**config.mk**
```make
export PLATFORM = sky130hd
export DESIGN_NAME = xml_sax_tokenizer
export DESIGN_NICKNAME = d
export VERILOG_FILES = /design/src/rtl/xst_pkg.sv /design/src/rtl/xst_front.sv /design/src/rtl/xst_back.sv /design/src/rtl/xml_sax_tokenizer.sv
export SDC_FILE = /design/constraint.sdc
export NUM_CORES = 1
export LEC_CHECK = 0
export BUFFER_PORTS_ARGS = -buffer_cell sky130_fd_sc_hd__buf_2
export CAP_MARGIN = 20
export CORE_MARGIN = 10
export CORE_UTILIZATION = 50
export DETAILED_ROUTE_END_ITERATION = 16
export MAX_ROUTING_LAYER = met4
export PLACE_DENSITY = 0.66
export SLEW_MARGIN = 20
export SYNTH_ARGS = -nofsm -noshare
export SYNTH_HDL_FRONTEND = slang
export SYNTH_SLANG_ARGS = --single-unit
```
**constraint.sdc**
```tcl
create_clock -name clk -period 7.9 [get_ports clk]
set_clock_uncertainty 0.2 [all_clocks]
set_input_delay 0.395 -clock clk [delete_from_list [all_inputs] [get_ports clk]]
set_output_delay 0.395 -clock clk [all_outputs]
set_load 0.05 [all_outputs]
```
**src/rtl/xst_pkg.sv**
```systemverilog
// ----------------------------------------------------------------------------
// xst_pkg
// Shared types and constants of the streaming XML tokenizer.
// ----------------------------------------------------------------------------
package xst_pkg;

    localparam int PREFIX_DEPTH = 8;

    localparam logic [2:0] K_TEXT  = 3'd0;
    localparam logic [2:0] K_CDATA = 3'd1;
    localparam logic [2:0] K_START = 3'd2;
    localparam logic [2:0] K_END   = 3'd3;
    localparam logic [2:0] K_ANAME = 3'd4;
    localparam logic [2:0] K_AVAL  = 3'd5;

    localparam logic [2:0] E_DATA    = 3'd0;
    localparam logic [2:0] E_TEXTEND = 3'd1;
    localparam logic [2:0] E_ATTR    = 3'd2;
    localparam logic [2:0] E_START   = 3'd3;
    localparam logic [2:0] E_ENDTAG  = 3'd4;
    localparam logic [2:0] E_SELF    = 3'd5;
    localparam logic [2:0] E_DOC     = 3'd6;

    localparam logic [7:0] CH_LT    = 8'h3C;
    localparam logic [7:0] CH_GT    = 8'h3E;
    localparam logic [7:0] CH_SLASH = 8'h2F;
    localparam logic [7:0] CH_EQ    = 8'h3D;
    localparam logic [7:0] CH_QUEST = 8'h3F;
    localparam logic [7:0] CH_DASH  = 8'h2D;
    localparam logic [7:0] CH_LBRK  = 8'h5B;
    localparam logic [7:0] CH_RBRK  = 8'h5D;
    localparam logic [7:0] CH_DQ    = 8'h22;
    localparam logic [7:0] CH_SQ    = 8'h27;
    localparam logic [7:0] CH_SP    = 8'h20;
    localparam logic [7:0] CH_TAB   = 8'h09;
    localparam logic [7:0] CH_LF    = 8'h0A;
    localparam logic [7:0] CH_CR    = 8'h0D;
    localparam logic [7:0] CH_UA    = 8'h41;
    localparam logic [7:0] CH_UZ    = 8'h5A;

    localparam logic [7:0] PAT_COM [4] = '{8'h21, 8'h2D, 8'h2D, 8'h00};
    localparam logic [7:0] PAT_CD  [8] = '{8'h21, 8'h5B, 8'h43, 8'h44,
                                           8'h41, 8'h54, 8'h41, 8'h5B};
    localparam logic [7:0] PAT_DT  [8] = '{8'h21, 8'h44, 8'h4F, 8'h43,
                                           8'h54, 8'h59, 8'h50, 8'h45};

    typedef enum logic [4:0] {
        M_TEXT       = 5'd0,
        M_PREFIX     = 5'd1,
        M_COMMENT    = 5'd2,
        M_CDATA      = 5'd3,
        M_PI         = 5'd4,
        M_DOCTYPE    = 5'd5,
        M_DTD_INT    = 5'd6,
        M_TAG_OPEN   = 5'd7,
        M_END_OPEN   = 5'd8,
        M_END_NAME   = 5'd9,
        M_SKIP       = 5'd10,
        M_START_NAME = 5'd11,
        M_ATTR_GAP   = 5'd12,
        M_AK_NAME    = 5'd13,
        M_AK_AFTER   = 5'd14,
        M_AK_VSTART  = 5'd15,
        M_AK_QUOTED  = 5'd16,
        M_AK_UNQ     = 5'd17,
        M_AD_NAME    = 5'd18,
        M_AD_AFTER   = 5'd19,
        M_AD_VSTART  = 5'd20,
        M_AD_QUOTED  = 5'd21,
        M_AD_UNQ     = 5'd22
    } mode_t;

    typedef enum logic [1:0] {
        PH_FEED,
        PH_REPLAY,
        PH_FIN
    } phase_t;

    typedef struct packed {
        logic [7:0] data;
        logic [7:0] lower;
        logic       ws;
    } cls_t;

    typedef struct packed {
        cls_t c;
        logic last;
    } item_t;

    typedef struct packed {
        logic  valid;
        item_t item;
    } head_t;

    typedef struct packed {
        logic [7:0] data;
        logic [2:0] kind;
        logic [2:0] ev;
    } res_t;

endpackage

```
**src/rtl/xst_front.sv**
```systemverilog
// ----------------------------------------------------------------------------
// xst_front
// Input side: accepts bytes, classifies them and queues them for the back end.
// ----------------------------------------------------------------------------
module xst_front import xst_pkg::*; (
    input  logic       clk,
    input  logic       rst_n,
    input  logic       in_valid,
    output logic       in_ready,
    input  logic [7:0] in_byte,
    input  logic       in_last,
    output head_t      head,
    input  logic       pop
);

    item_t      q_reg [4];
    logic [1:0] wp_reg;
    logic [1:0] rp_reg;
    logic [2:0] cnt_reg;
    item_t      nitem;
    logic       push;

    always_comb
    begin
        nitem.c.data  = in_byte;
        nitem.c.lower = (in_byte >= CH_UA && in_byte <= CH_UZ) ? in_byte + 8'd32 : in_byte;
        nitem.c.ws    = (in_byte == CH_SP) || (in_byte == CH_TAB) ||
                        (in_byte == CH_LF) || (in_byte == CH_CR);
        nitem.last    = in_last;
    end

    assign in_ready   = (cnt_reg != 3'd4);
    assign push       = in_valid && in_ready;
    assign head.valid = (cnt_reg != 3'd0);
    assign head.item  = q_reg[rp_reg];

    always_ff @(posedge clk)
    begin
        if (push)
        begin
            q_reg[wp_reg] <= nitem;
        end
    end

    always_ff @(posedge clk or negedge rst_n)
    begin
        if (!rst_n)
        begin
            wp_reg  <= '0;
            rp_reg  <= '0;
            cnt_reg <= '0;
        end
        else
        begin
            if (push)
            begin
                wp_reg <= wp_reg + 2'd1;
            end
            if (pop)
            begin
                rp_reg <= rp_reg + 2'd1;
            end
            cnt_reg <= cnt_reg + {2'b0, push} - {2'b0, pop};
        end
    end

endmodule

```
**src/rtl/xst_back.sv**
```systemverilog
// ----------------------------------------------------------------------------
// xst_back
// Mode machine: consumes queued bytes, sequences results one per cycle unless
// out_ready stalls, replays held prefix bytes and closes the document.
// ----------------------------------------------------------------------------
module xst_back import xst_pkg::*; #(
    parameter int MAX_ATTRIBUTES = 50
) (
    input  logic       clk,
    input  logic       rst_n,
    input  head_t      head,
    output logic       pop,
    output logic       out_valid,
    input  logic       out_ready,
    output logic [7:0] out_byte,
    output logic [2:0] kind,
    output logic [2:0] event_res,
    output logic       out_last
);

    typedef struct packed {
        mode_t       mode;
        logic [1:0]  tm;
        logic        qs;
        logic [7:0]  ac;
        logic        tp;
        logic [3:0]  pc;
        logic        fc;
        logic        fcd;
        logic        fdt;
    } ctx_t;

    typedef struct packed {
        logic [2:0]       n;
        res_t [3:0]       r;
        ctx_t             s;
    } fo_t;

    localparam ctx_t CTX_RST = '{mode: M_TEXT, default: '0};

    function automatic fo_t push_r(fo_t oi, logic [7:0] d, logic [2:0] k, logic [2:0] e);
        fo_t o;
        o = oi;
        o.r[o.n[1:0]] = '{data: d, kind: k, ev: e};
        o.n = o.n + 3'd1;
        return o;
    endfunction

    function automatic mode_t amode(logic [2:0] sub, logic keep);
        return mode_t'(5'd13 + {2'b0, sub} + (keep ? 5'd0 : 5'd5));
    endfunction

    function automatic fo_t tag_close(fo_t oi, logic [7:0] d);
        fo_t o;
        o = push_r(oi, 8'd0, K_START, E_START);
        if (d == CH_SLASH)
        begin
            o = push_r(o, 8'd0, K_END, E_SELF);
            o.s.mode = M_SKIP;
        end
        else
        begin
            o.s.mode = M_TEXT;
        end
        return o;
    endfunction

    function automatic fo_t attr_done(fo_t oi, logic keep);
        fo_t o;
        o = oi;
        if (keep)
        begin
            o = push_r(o, 8'd0, K_AVAL, E_ATTR);
        end
        return o;
    endfunction

    function automatic fo_t gap_byte(fo_t oi, cls_t c);
        fo_t  o;
        logic keep;
        o = oi;
        keep = o.s.ac < 8'(MAX_ATTRIBUTES);
        if (c.ws || c.data == CH_EQ)
        begin
            o.s.mode = M_ATTR_GAP;
        end
        else if (c.data == CH_SLASH || c.data == CH_GT)
        begin
            o = tag_close(o, c.data);
        end
        else
        begin
            if (keep)
            begin
                o.s.ac = o.s.ac + 8'd1;
                o = push_r(o, c.lower, K_ANAME, E_DATA);
            end
            o.s.mode = amode(3'd0, keep);
        end
        return o;
    endfunction

    function automatic fo_t flush_br(fo_t oi);
        fo_t o;
        o = oi;
        if (o.s.tm >= 2'd1)
        begin
            o = push_r(o, CH_RBRK, K_CDATA, E_DATA);
            o.s.tp = 1'b1;
        end
        if (o.s.tm >= 2'd2)
        begin
            o = push_r(o, CH_RBRK, K_CDATA, E_DATA);
        end
        o.s.tm = 2'd0;
        return o;
    endfunction

    function automatic fo_t feed_other(ctx_t si, cls_t c);
        fo_t        o;
        logic [4:0] rel;
        logic       keep;
        logic [2:0] sub;
        logic       cls;
        logic [7:0] d;
        o.n = '0;
        o.r = '0;
        o.s = si;
        d = c.data;
        rel = 5'(si.mode) - 5'd13;
        keep = rel < 5'd5;
        sub = keep ? rel[2:0] : 3'(rel - 5'd5);
        cls = (d == CH_SLASH) || (d == CH_GT);
        case (si.mode)
            M_TEXT:
            begin
                if (d == CH_LT)
                begin
                    if (si.tp)
                    begin
                        o = push_r(o, 8'd0, K_TEXT, E_TEXTEND);
                    end
                    o.s.tp = 1'b0;
                    o.s.pc = 4'd0;
                    o.s.fc = 1'b1;
                    o.s.fcd = 1'b1;
                    o.s.fdt = 1'b1;
                    o.s.mode = M_PREFIX;
                end
                else
                begin
                    o = push_r(o, d, K_TEXT, E_DATA);
                    o.s.tp = 1'b1;
                end
            end
            M_COMMENT:
            begin
                if (d == CH_DASH)
                begin
                    if (si.tm < 2'd2)
                    begin
                        o.s.tm = si.tm + 2'd1;
                    end
                end
                else if (d == CH_GT && si.tm == 2'd2)
                begin
                    o.s.tm = 2'd0;
                    o.s.mode = M_TEXT;
                end
                else
                begin
                    o.s.tm = 2'd0;
                end
            end
            M_PI, M_DTD_INT:
            begin
                if (d == ((si.mode == M_PI) ? CH_QUEST : CH_RBRK))
                begin
                    o.s.tm = 2'd1;
                end
                else if (d == CH_GT && si.tm == 2'd1)
                begin
                    o.s.tm = 2'd0;
                    o.s.mode = M_TEXT;
                end
                else
                begin
                    o.s.tm = 2'd0;
                end
            end
            M_DOCTYPE:
            begin
                if (d == CH_LBRK)
                begin
                    o.s.tm = 2'd0;
                    o.s.mode = M_DTD_INT;
                end
                else if (d == CH_GT)
                begin
                    o.s.mode = M_TEXT;
                end
            end
            M_CDATA:
            begin
                if (d == CH_RBRK)
                begin
                    if (si.tm < 2'd2)
                    begin
                        o.s.tm = si.tm + 2'd1;
                    end
                    else
                    begin
                        o = push_r(o, CH_RBRK, K_CDATA, E_DATA);
                        o.s.tp = 1'b1;
                    end
                end
                else if (d == CH_GT && si.tm == 2'd2)
                begin
                    if (si.tp)
                    begin
                        o = push_r(o, 8'd0, K_CDATA, E_TEXTEND);
                    end
                    o.s.tp = 1'b0;
                    o.s.tm = 2'd0;
                    o.s.mode = M_TEXT;
                end
                else
                begin
                    o = flush_br(o);
                    o = push_r(o, d, K_CDATA, E_DATA);
                    o.s.tp = 1'b1;
                end
            end
            M_TAG_OPEN:
            begin
                if (!c.ws)
                begin
                    if (d == CH_SLASH)
                    begin
                        o.s.mode = M_END_OPEN;
                    end
                    else if (d == CH_GT)
                    begin
                        o.s.mode = M_TEXT;
                    end
                    else
                    begin
                        o.s.ac = 8'd0;
                        o = push_r(o, c.lower, K_START, E_DATA);
                        o.s.mode = M_START_NAME;
                    end
                end
            end
            M_END_OPEN:
            begin
                if (!c.ws)
                begin
                    if (d == CH_SLASH)
                    begin
                        o.s.mode = M_SKIP;
                    end
                    else if (d == CH_GT)
                    begin
                        o.s.mode = M_TEXT;
                    end
                    else
                    begin
                        o = push_r(o, c.lower, K_END, E_DATA);
                        o.s.mode = M_END_NAME;
                    end
                end
            end
            M_END_NAME:
            begin
                if (c.ws || d == CH_SLASH)
                begin
                    o = push_r(o, 8'd0, K_END, E_ENDTAG);
                    o.s.mode = M_SKIP;
                end
                else if (d == CH_GT)
                begin
                    o = push_r(o, 8'd0, K_END, E_ENDTAG);
                    o.s.mode = M_TEXT;
                end
                else
                begin
                    o = push_r(o, c.lower, K_END, E_DATA);
                end
            end
            M_SKIP:
            begin
                if (d == CH_GT)
                begin
                    o.s.mode = M_TEXT;
                end
            end
            M_START_NAME:
            begin
                if (c.ws)
                begin
                    o.s.mode = M_ATTR_GAP;
                end
                else if (cls)
                begin
                    o = tag_close(o, d);
                end
                else
                begin
                    o = push_r(o, c.lower, K_START, E_DATA);
                end
            end
            M_ATTR_GAP:
            begin
                o = gap_byte(o, c);
            end
            M_AK_NAME, M_AK_AFTER, M_AK_VSTART, M_AK_QUOTED, M_AK_UNQ,
            M_AD_NAME, M_AD_AFTER, M_AD_VSTART, M_AD_QUOTED, M_AD_UNQ:
            begin
                case (sub)
                    3'd0:
                    begin
                        if (c.ws)
                        begin
                            o.s.mode = amode(3'd1, keep);
                        end
                        else if (d == CH_EQ)
                        begin
                            o.s.mode = amode(3'd2, keep);
                        end
                        else if (cls)
                        begin
                            o = attr_done(o, keep);
                            o = tag_close(o, d);
                        end
                        else if (keep)
                        begin
                            o = push_r(o, c.lower, K_ANAME, E_DATA);
                        end
                    end
                    3'd1:
                    begin
                        if (d == CH_EQ)
                        begin
                            o.s.mode = amode(3'd2, keep);
                        end
                        else if (!c.ws)
                        begin
                            o = attr_done(o, keep);
                            o = gap_byte(o, c);
                        end
                    end
                    3'd2:
                    begin
                        if (c.ws || d == CH_EQ)
                        begin
                            o.s.mode = si.mode;
                        end
                        else if (d == CH_DQ || d == CH_SQ)
                        begin
                            o.s.qs = (d == CH_SQ);
                            o.s.mode = amode(3'd3, keep);
                        end
                        else if (cls)
                        begin
                            o = attr_done(o, keep);
                            o = tag_close(o, d);
                        end
                        else
                        begin
                            if (keep)
                            begin
                                o = push_r(o, d, K_AVAL, E_DATA);
                            end
                            o.s.mode = amode(3'd4, keep);
                        end
                    end
                    3'd3:
                    begin
                        if (d == (si.qs ? CH_SQ : CH_DQ))
                        begin
                            o = attr_done(o, keep);
                            o.s.mode = M_ATTR_GAP;
                        end
                        else if (keep)
                        begin
                            o = push_r(o, d, K_AVAL, E_DATA);
                        end
                    end
                    default:
                    begin
                        if (c.ws)
                        begin
                            o = attr_done(o, keep);
                            o.s.mode = M_ATTR_GAP;
                        end
                        else if (cls)
                        begin
                            o = attr_done(o, keep);
                            o = tag_close(o, d);
                        end
                        else if (keep)
                        begin
                            o = push_r(o, d, K_AVAL, E_DATA);
                        end
                    end
                endcase
            end
            default:
            begin
                o.s.mode = M_TEXT;
            end
        endcase
        return o;
    endfunction

    function automatic fo_t fin_list(ctx_t si);
        fo_t o;
        o.n = '0;
        o.r = '0;
        o.s = si;
        case (si.mode)
            M_TEXT:
            begin
                if (si.tp)
                begin
                    o = push_r(o, 8'd0, K_TEXT, E_TEXTEND);
                end
            end
            M_CDATA:
            begin
                o = flush_br(o);
                if (o.s.tp)
                begin
                    o = push_r(o, 8'd0, K_CDATA, E_TEXTEND);
                end
            end
            M_END_NAME:
            begin
                o = push_r(o, 8'd0, K_END, E_ENDTAG);
            end
            M_START_NAME, M_ATTR_GAP:
            begin
                o = push_r(o, 8'd0, K_START, E_START);
            end
            M_AK_NAME, M_AK_AFTER, M_AK_VSTART, M_AK_QUOTED, M_AK_UNQ:
            begin
                o = push_r(o, 8'd0, K_AVAL, E_ATTR);
                o = push_r(o, 8'd0, K_START, E_START);
            end
            M_AD_NAME, M_AD_AFTER, M_AD_VSTART, M_AD_QUOTED, M_AD_UNQ:
            begin
                o = push_r(o, 8'd0, K_START, E_START);
            end
            default:
            begin
                o.s = si;
            end
        endcase
        o = push_r(o, 8'd0, K_TEXT, E_DOC);
        o.s = CTX_RST;
        return o;
    endfunction

    ctx_t       ctx_reg, ctx_next;
    phase_t     phase_reg, phase_next;
    cls_t       store_reg [PREFIX_DEPTH];
    logic [1:0] k_reg, k_next;
    logic [2:0] ri_reg, ri_next;
    logic [3:0] rn_reg, rn_next;
    logic       hold_valid_reg, hold_done_reg;
    res_t       hold_res_reg;
    logic       out_valid_reg, out_last_reg;
    res_t       out_res_reg;

    cls_t       cur_c;
    fo_t        fo, fl, lst;
    logic       in_prefix;
    logic       has_emit, emit_ok, emit_fire, step, call_done, hold_push, out_free;
    logic       is_last;
    logic [3:0] pc1;
    logic       fc1, fcd1, fdt1, pq, store_we;
    res_t       cur_res;

    assign is_last   = head.item.last;
    assign cur_c     = (phase_reg == PH_REPLAY) ? store_reg[ri_reg] : head.item.c;
    assign in_prefix = (ctx_reg.mode == M_PREFIX);

    assign pq   = (ctx_reg.pc == 4'd0) && (head.item.c.data == CH_QUEST);
    assign pc1  = ctx_reg.pc + 4'd1;
    assign fc1  = ctx_reg.fc && (ctx_reg.pc < 4'd3) &&
                  (head.item.c.data == PAT_COM[ctx_reg.pc[1:0]]);
    assign fcd1 = ctx_reg.fcd && (head.item.c.data == PAT_CD[ctx_reg.pc[2:0]]);
    assign fdt1 = ctx_reg.fdt && (head.item.c.data == PAT_DT[ctx_reg.pc[2:0]]);

    // result list of the current call
    always_comb
    begin
        fo  = feed_other(ctx_reg, cur_c);
        fl  = fin_list(ctx_reg);
        lst = fo;
        if ((phase_reg == PH_FIN && in_prefix) || (phase_reg == PH_FEED && in_prefix))
        begin
            lst.n = 3'd0;
        end
        else if (phase_reg == PH_FIN)
        begin
            lst = fl;
        end
        cur_res   = lst.r[k_reg];
        out_free  = !out_valid_reg || out_ready;
        has_emit  = head.valid && ({1'b0, k_reg} < lst.n);
        emit_ok   = !hold_valid_reg || out_free;
        step      = head.valid && (!has_emit || emit_ok);
        emit_fire = step && has_emit;
        call_done = step && ((lst.n == 3'd0) || ({1'b0, k_reg} == lst.n - 3'd1));
        hold_push = hold_valid_reg && out_free && (hold_done_reg || emit_fire);
    end

    // sequencer next state
    always_comb
    begin
        ctx_next   = ctx_reg;
        phase_next = phase_reg;
        ri_next    = ri_reg;
        rn_next    = rn_reg;
        pop        = 1'b0;
        store_we   = 1'b0;
        k_next     = k_reg;
        if (emit_fire)
        begin
            k_next = k_reg + 2'd1;
        end
        if (call_done)
        begin
            k_next = 2'd0;
            case (phase_reg)
                PH_FEED:
                begin
                    if (in_prefix)
                    begin
                        if (pq)
                        begin
                            ctx_next.tm   = 2'd1;
                            ctx_next.mode = M_PI;
                        end
                        else
                        begin
                            store_we     = 1'b1;
                            ctx_next.pc  = pc1;
                            ctx_next.fc  = fc1;
                            ctx_next.fcd = fcd1;
                            ctx_next.fdt = fdt1;
                            if (pc1 == 4'd3 && fc1)
                            begin
                                ctx_next.pc   = 4'd0;
                                ctx_next.tm   = 2'd2;
                                ctx_next.mode = M_COMMENT;
                            end
                            else if (pc1 == 4'd8 && fcd1)
                            begin
                                ctx_next.pc   = 4'd0;
                                ctx_next.tm   = 2'd0;
                                ctx_next.tp   = 1'b0;
                                ctx_next.mode = M_CDATA;
                            end
                            else if (pc1 == 4'd8 && fdt1)
                            begin
                                ctx_next.pc   = 4'd0;
                                ctx_next.tm   = 2'd0;
                                ctx_next.mode = M_DOCTYPE;
                            end
                            else if (!(pc1 < 4'd8 && (fc1 || fcd1 || fdt1)))
                            begin
                                ctx_next.pc   = 4'd0;
                                ctx_next.mode = M_TAG_OPEN;
                                rn_next       = pc1;
                                ri_next       = 3'd0;
                                phase_next    = PH_REPLAY;
                            end
                        end
                    end
                    else
                    begin
                        ctx_next = fo.s;
                    end
                    if (phase_next == PH_FEED)
                    begin
                        if (is_last)
                        begin
                            phase_next = PH_FIN;
                        end
                        else
                        begin
                            pop = 1'b1;
                        end
                    end
                end
                PH_REPLAY:
                begin
                    ctx_next = fo.s;
                    if ({1'b0, ri_reg} == rn_reg - 4'd1)
                    begin
                        if (is_last)
                        begin
                            phase_next = PH_FIN;
                        end
                        else
                        begin
                            pop        = 1'b1;
                            phase_next = PH_FEED;
                        end
                    end
                    else
                    begin
                        ri_next = ri_reg + 3'd1;
                    end
                end
                PH_FIN:
                begin
                    if (in_prefix)
                    begin
                        ctx_next.mode = M_TAG_OPEN;
                        ctx_next.pc   = 4'd0;
                        if (ctx_reg.pc != 4'd0)
                        begin
                            rn_next    = ctx_reg.pc;
                            ri_next    = 3'd0;
                            phase_next = PH_REPLAY;
                        end
                    end
                    else
                    begin
                        ctx_next   = fl.s;
                        pop        = 1'b1;
                        phase_next = PH_FEED;
                    end
                end
                default:
                begin
                    phase_next = PH_FEED;
                end
            endcase
        end
    end

    always_ff @(posedge clk)
    begin
        if (store_we)
        begin
            store_reg[ctx_reg.pc[2:0]] <= head.item.c;
        end
        if (emit_fire)
        begin
            hold_res_reg <= cur_res;
        end
        if (hold_push)
        begin
            out_res_reg  <= hold_res_reg;
            out_last_reg <= hold_done_reg;
        end
    end

    always_ff @(posedge clk or negedge rst_n)
    begin
        if (!rst_n)
        begin
            ctx_reg        <= CTX_RST;
            phase_reg      <= PH_FEED;
            k_reg          <= '0;
            ri_reg         <= '0;
            rn_reg         <= '0;
            hold_valid_reg <= 1'b0;
            hold_done_reg  <= 1'b0;
            out_valid_reg  <= 1'b0;
        end
        else
        begin
            ctx_reg   <= ctx_next;
            phase_reg <= phase_next;
            k_reg     <= k_next;
            ri_reg    <= ri_next;
            rn_reg    <= rn_next;
            if (emit_fire)
            begin
                hold_valid_reg <= 1'b1;
                hold_done_reg  <= pop;
            end
            else if (hold_push)
            begin
                hold_valid_reg <= 1'b0;
                hold_done_reg  <= 1'b0;
            end
            else if (pop && hold_valid_reg)
            begin
                hold_done_reg <= 1'b1;
            end
            if (hold_push)
            begin
                out_valid_reg <= 1'b1;
            end
            else if (out_ready)
            begin
                out_valid_reg <= 1'b0;
            end
        end
    end

    assign out_valid = out_valid_reg;
    assign out_byte  = out_res_reg.data;
    assign kind      = out_res_reg.kind;
    assign event_res = out_res_reg.ev;
    assign out_last  = out_last_reg;

endmodule

```
**src/rtl/xml_sax_tokenizer.sv**
```systemverilog
// ----------------------------------------------------------------------------
// xml_sax_tokenizer: streaming XML tokenizer, one byte in, tagged bytes out.
// Bytes pass input queue, hold and output registers; one result per cycle
// unless out_ready stalls. Held prefix bytes are replayed before the queue pops.
// Asynchronous active-low reset clears queue, mode machine and output stage.
// ----------------------------------------------------------------------------
module xml_sax_tokenizer import xst_pkg::*; #(
    parameter int MAX_ATTRIBUTES = 50
) (
    input  logic       clk,
    input  logic       rst_n,
    input  logic       in_valid,
    output logic       in_ready,
    input  logic [7:0] in_byte,
    input  logic       in_last,
    output logic       out_valid,
    input  logic       out_ready,
    output logic [7:0] out_byte,
    output logic [2:0] kind,
    output logic [2:0] event_res,
    output logic       out_last
);

    head_t head;
    logic  pop;

    xst_front u_front (
        .clk      (clk),
        .rst_n    (rst_n),
        .in_valid (in_valid),
        .in_ready (in_ready),
        .in_byte  (in_byte),
        .in_last  (in_last),
        .head     (head),
        .pop      (pop)
    );

    xst_back #(
        .MAX_ATTRIBUTES (MAX_ATTRIBUTES)
    ) u_back (
        .clk       (clk),
        .rst_n     (rst_n),
        .head      (head),
        .pop       (pop),
        .out_valid (out_valid),
        .out_ready (out_ready),
        .out_byte  (out_byte),
        .kind      (kind),
        .event_res (event_res),
        .out_last  (out_last)
    );

`ifndef SYNTHESIS
    a_pop_valid: assert property (@(posedge clk) disable iff (!rst_n)
        pop |-> head.valid) else $error("pop with empty queue");
    a_doc_last: assert property (@(posedge clk) disable iff (!rst_n)
        out_valid && event_res == E_DOC |-> out_last) else $error("doc end not last");
    a_event_zero: assert property (@(posedge clk) disable iff (!rst_n)
        out_valid && event_res != E_DATA |-> out_byte == 8'd0) else $error("event byte");
`endif

endmodule
```
==> results.yml <==
run_status:
  status: "finished, final reports clean"
clock_tree:
  path_clk_slew_ps: 60
  cts_resized: 0
  cts_tree: "built"
  cts_buffer_depth: 3
  clk_latency_ps: 530
  cts.sinks: 222
  ctsHoldBuffers: 11
  cts_buffers: 25
  cts_root_buf: "clkbuf_16"
  h-tree-depth: 1
  cts_setup_buffers: 0
floorplanning:
  rows: 60
  io_pins: 30
  core_area_um2: 27000
  initial_core_util: 0.508
  die_height_um: 186
  dieArea_um2: 34500
  die_w_um: 186
worst_setup_path:
  cp_top_family: "compound AO/OA/AOI/OAI gates"
  worst-setup-path-type: "flip-flop to flip-flop"
  worstPathArrival_ps: 7480
  cp-end-kind: "flip-flop"
  path_buf_inv: 1
  crit_required_ps: 8100
  critPathLaunchType: "flip-flop"
  cp-startpoint: "u_back.ri_reg[2]$_DFFE_PN0P_"
  r2r-start: "u_back.ri_reg[2]$_DFFE_PN0P_"
  slowest_delay_ps: 680
  path_common_cell: "ha_1"
  cp_max_fo: 12
  crit_chain: "nor2b_1 > a22o_1 > o31ai_1 > nand4_1 > o41ai_1 > a211oi_1 > nor2_1 > or3_1 > a21oi_1 > o41ai_1 > ha_1 > xnor2_1 > nor2_1 > nand2_1 > a211o_1 > o32ai_1 > o221ai_1 > a2111oi_4 > ha_1 > inv_1 > ha_1 > fa_1"
  worst_path_max_delay_cell: "dfrtp_1"
placed_design:
  dp_slack_ps: 764
  place_congestion: 1.05
  dp_hpwl_um: 29000
  io_buffers: 29
synthesis:
  synth_top_cell_by_area: "edfxtp_1"
  synth_edf_count: 177
  synth.area.top_cells: "edfxtp_1, dfrtp_1, ha_1"
  ys_ff_latch: 222
  synth_cell_type_count: 92
  ys_async_sr_fraction: 0.203
  netlist_area_um2: 13700
  synth_top_area_share: 0.387
  synth_nets: 1355
  synth-seq-area-share: 0.469
  synth_ff_type: "edfxtp_1"
  yosys_warnings: 0
  syn_inst: 1293
  syn_area_per_cell_um2: 10.6
grt:
  grt_max_degree: 46
  gr-total-overflow: 0
  grt_use_total: 0.236
  grt_pass1_vias: 10595
  grt_first_pass_wirelength_um: 62300
  grt_antenna_before_repair: 0
route:
  vias: 11206
  viasPerCell: 6.66
  firstDrtPassIters: 6
  ant_nets: 0
  drt_first_iter_violations: 1153
  drc_errors: 0
  routed_wl_um: 39700
  wl_per_cell_um: 23.6
sta:
  layout_min_cycle_time_ps: 7280
  finalSetupTns_ps: 0
  maxSlewHeadroom: 0.186
  hold_violations: 0
  holdWs_ps: 154
  timing.final.ws_setup_ps: 616
  fmax_mhz: 137
  rsz0062_at_grt: "no"
  setup_viol: 0
  slew_viol_final: 0
  final.period_utilization: 0.922
  worst_pin_slew_ps: 1210
finish:
  nets: 1385
  num_antenna_cells: 0
  syn_to_final_growth_pct: 10.8
  largest_reg_flops: 96
  drive_gt1_frac: 0.148
hold_path:
  hp-class: "input port to flip-flop"
  min_from: "in_valid"
power_and_ir_drop:
  power_w: 0.00286
  p_leak_nw: 5.35
  p_per_area_nw_per_um2: 188
  ir_drop_mv: 0.201
run:
  drv_cap: 0
==> final timing paths <==
path                       depth (start not counted)                             end  slack [ps]
max                                               22    u_front.cnt_reg[1]$_DFF_PN0_         620
max in group asynchronous                          3    u_back.ri_reg[0]$_DFFE_PN0P_        6740
min reg2reg                                        0    u_back.out_byte[1]$_DFFE_PP_         220
min                                                3   u_front.wp_reg[0]$_DFFE_PN0P_         150
min in group asynchronous                          3  u_back.ctx_reg[13]$_DFFE_PN0P_         290
max reg2reg                                       22    u_front.cnt_reg[1]$_DFF_PN0_         620
==> layout by cell type, fill, tap and decap left out, drive strengths merged, types with 16 or more instances in the layout <==
cell	netlist	routed
mux2i	30	30
mux4	24	24
o21ai	61	61
inv	42	44
nand3	34	34
clkbuf	55	27
edfxtp	177	177
o211ai	16	16
nor3	38	38
and2	19	19
o22ai	17	17
xnor2	19	19
nand4	17	17
buf	27	74
a21oi	81	81
nor2	87	87
nor2b	25	25
a31oi	19	19
ha	48	48
nand2	108	108
dfrtp	45	45
mux2	18	18
nor4	22	22
==> per-stage QoR <==
step	cells	util	instance area (µm²)
2_1_floorplan	1293	-	13700
3_5_place_dp	1626	0.530	14300
5_1_grt	1682	0.563	15200
3_3_place_gp	1626	0.530	14300
6_report	1682	0.563	15200
4_1_cts	1682	0.563	15200
==> tightest hold or removal path, stage by stage <==
cell and delay [ps]:
buf_2 100, and2_0 250, xnor2_1 90
==> logic make-up after synthesis <==
| group | synth area share |
|---|---|
| buf+inv | 0.0391 |
| fa+ha+maj | 0.0466 |
| simple gates | 0.162 |
| flops | 0.469 |
| mux | 0.0763 |
| compound gates | 0.189 |
| xor+xnor | 0.0185 |
==> area by class of cell <==
class | count | area [µm²]
fill | 2321 | 11800
multi-input combinational | 945 | 6780
sequential | 222 | 6440
clock buffer | 27 | 653
timing repair buffer | 85 | 606
tap | 341 | 427
inverter | 44 | 165
clock inverter | 18 | 139
==> synth_stat cells, drive strengths merged, types with 24 or more instances <==
library cell,instances
nor3,38
inv,42
dfrtp,45
edfxtp,177
nand2,108
a21oi,81
mux4,24
o21ai,61
clkbuf,55
nor2b,25
nand3,34
nor2,87
buf,27
mux2i,30
ha,48
==> power by group <==
group / switching (W) / leakage (nW) / internal (W)
sequential: 0.0000277 / 2.16 / 0.00136
clock: 0.000467 / 0.384 / 0.000634
combinational: 0.000256 / 2.80 / 0.000121
==> metal layers <==
layer  wire (µm)  GRT usage  vias to the layer above
li1            -          -                     5100
met1       17400      0.330                     5410
met2       17200      0.340                      617
met3        4020     0.0478                       79
met4        1100     0.0684                        0
met5           0          -                        -
No activity file was read; power rests on OpenSTA's default activity.
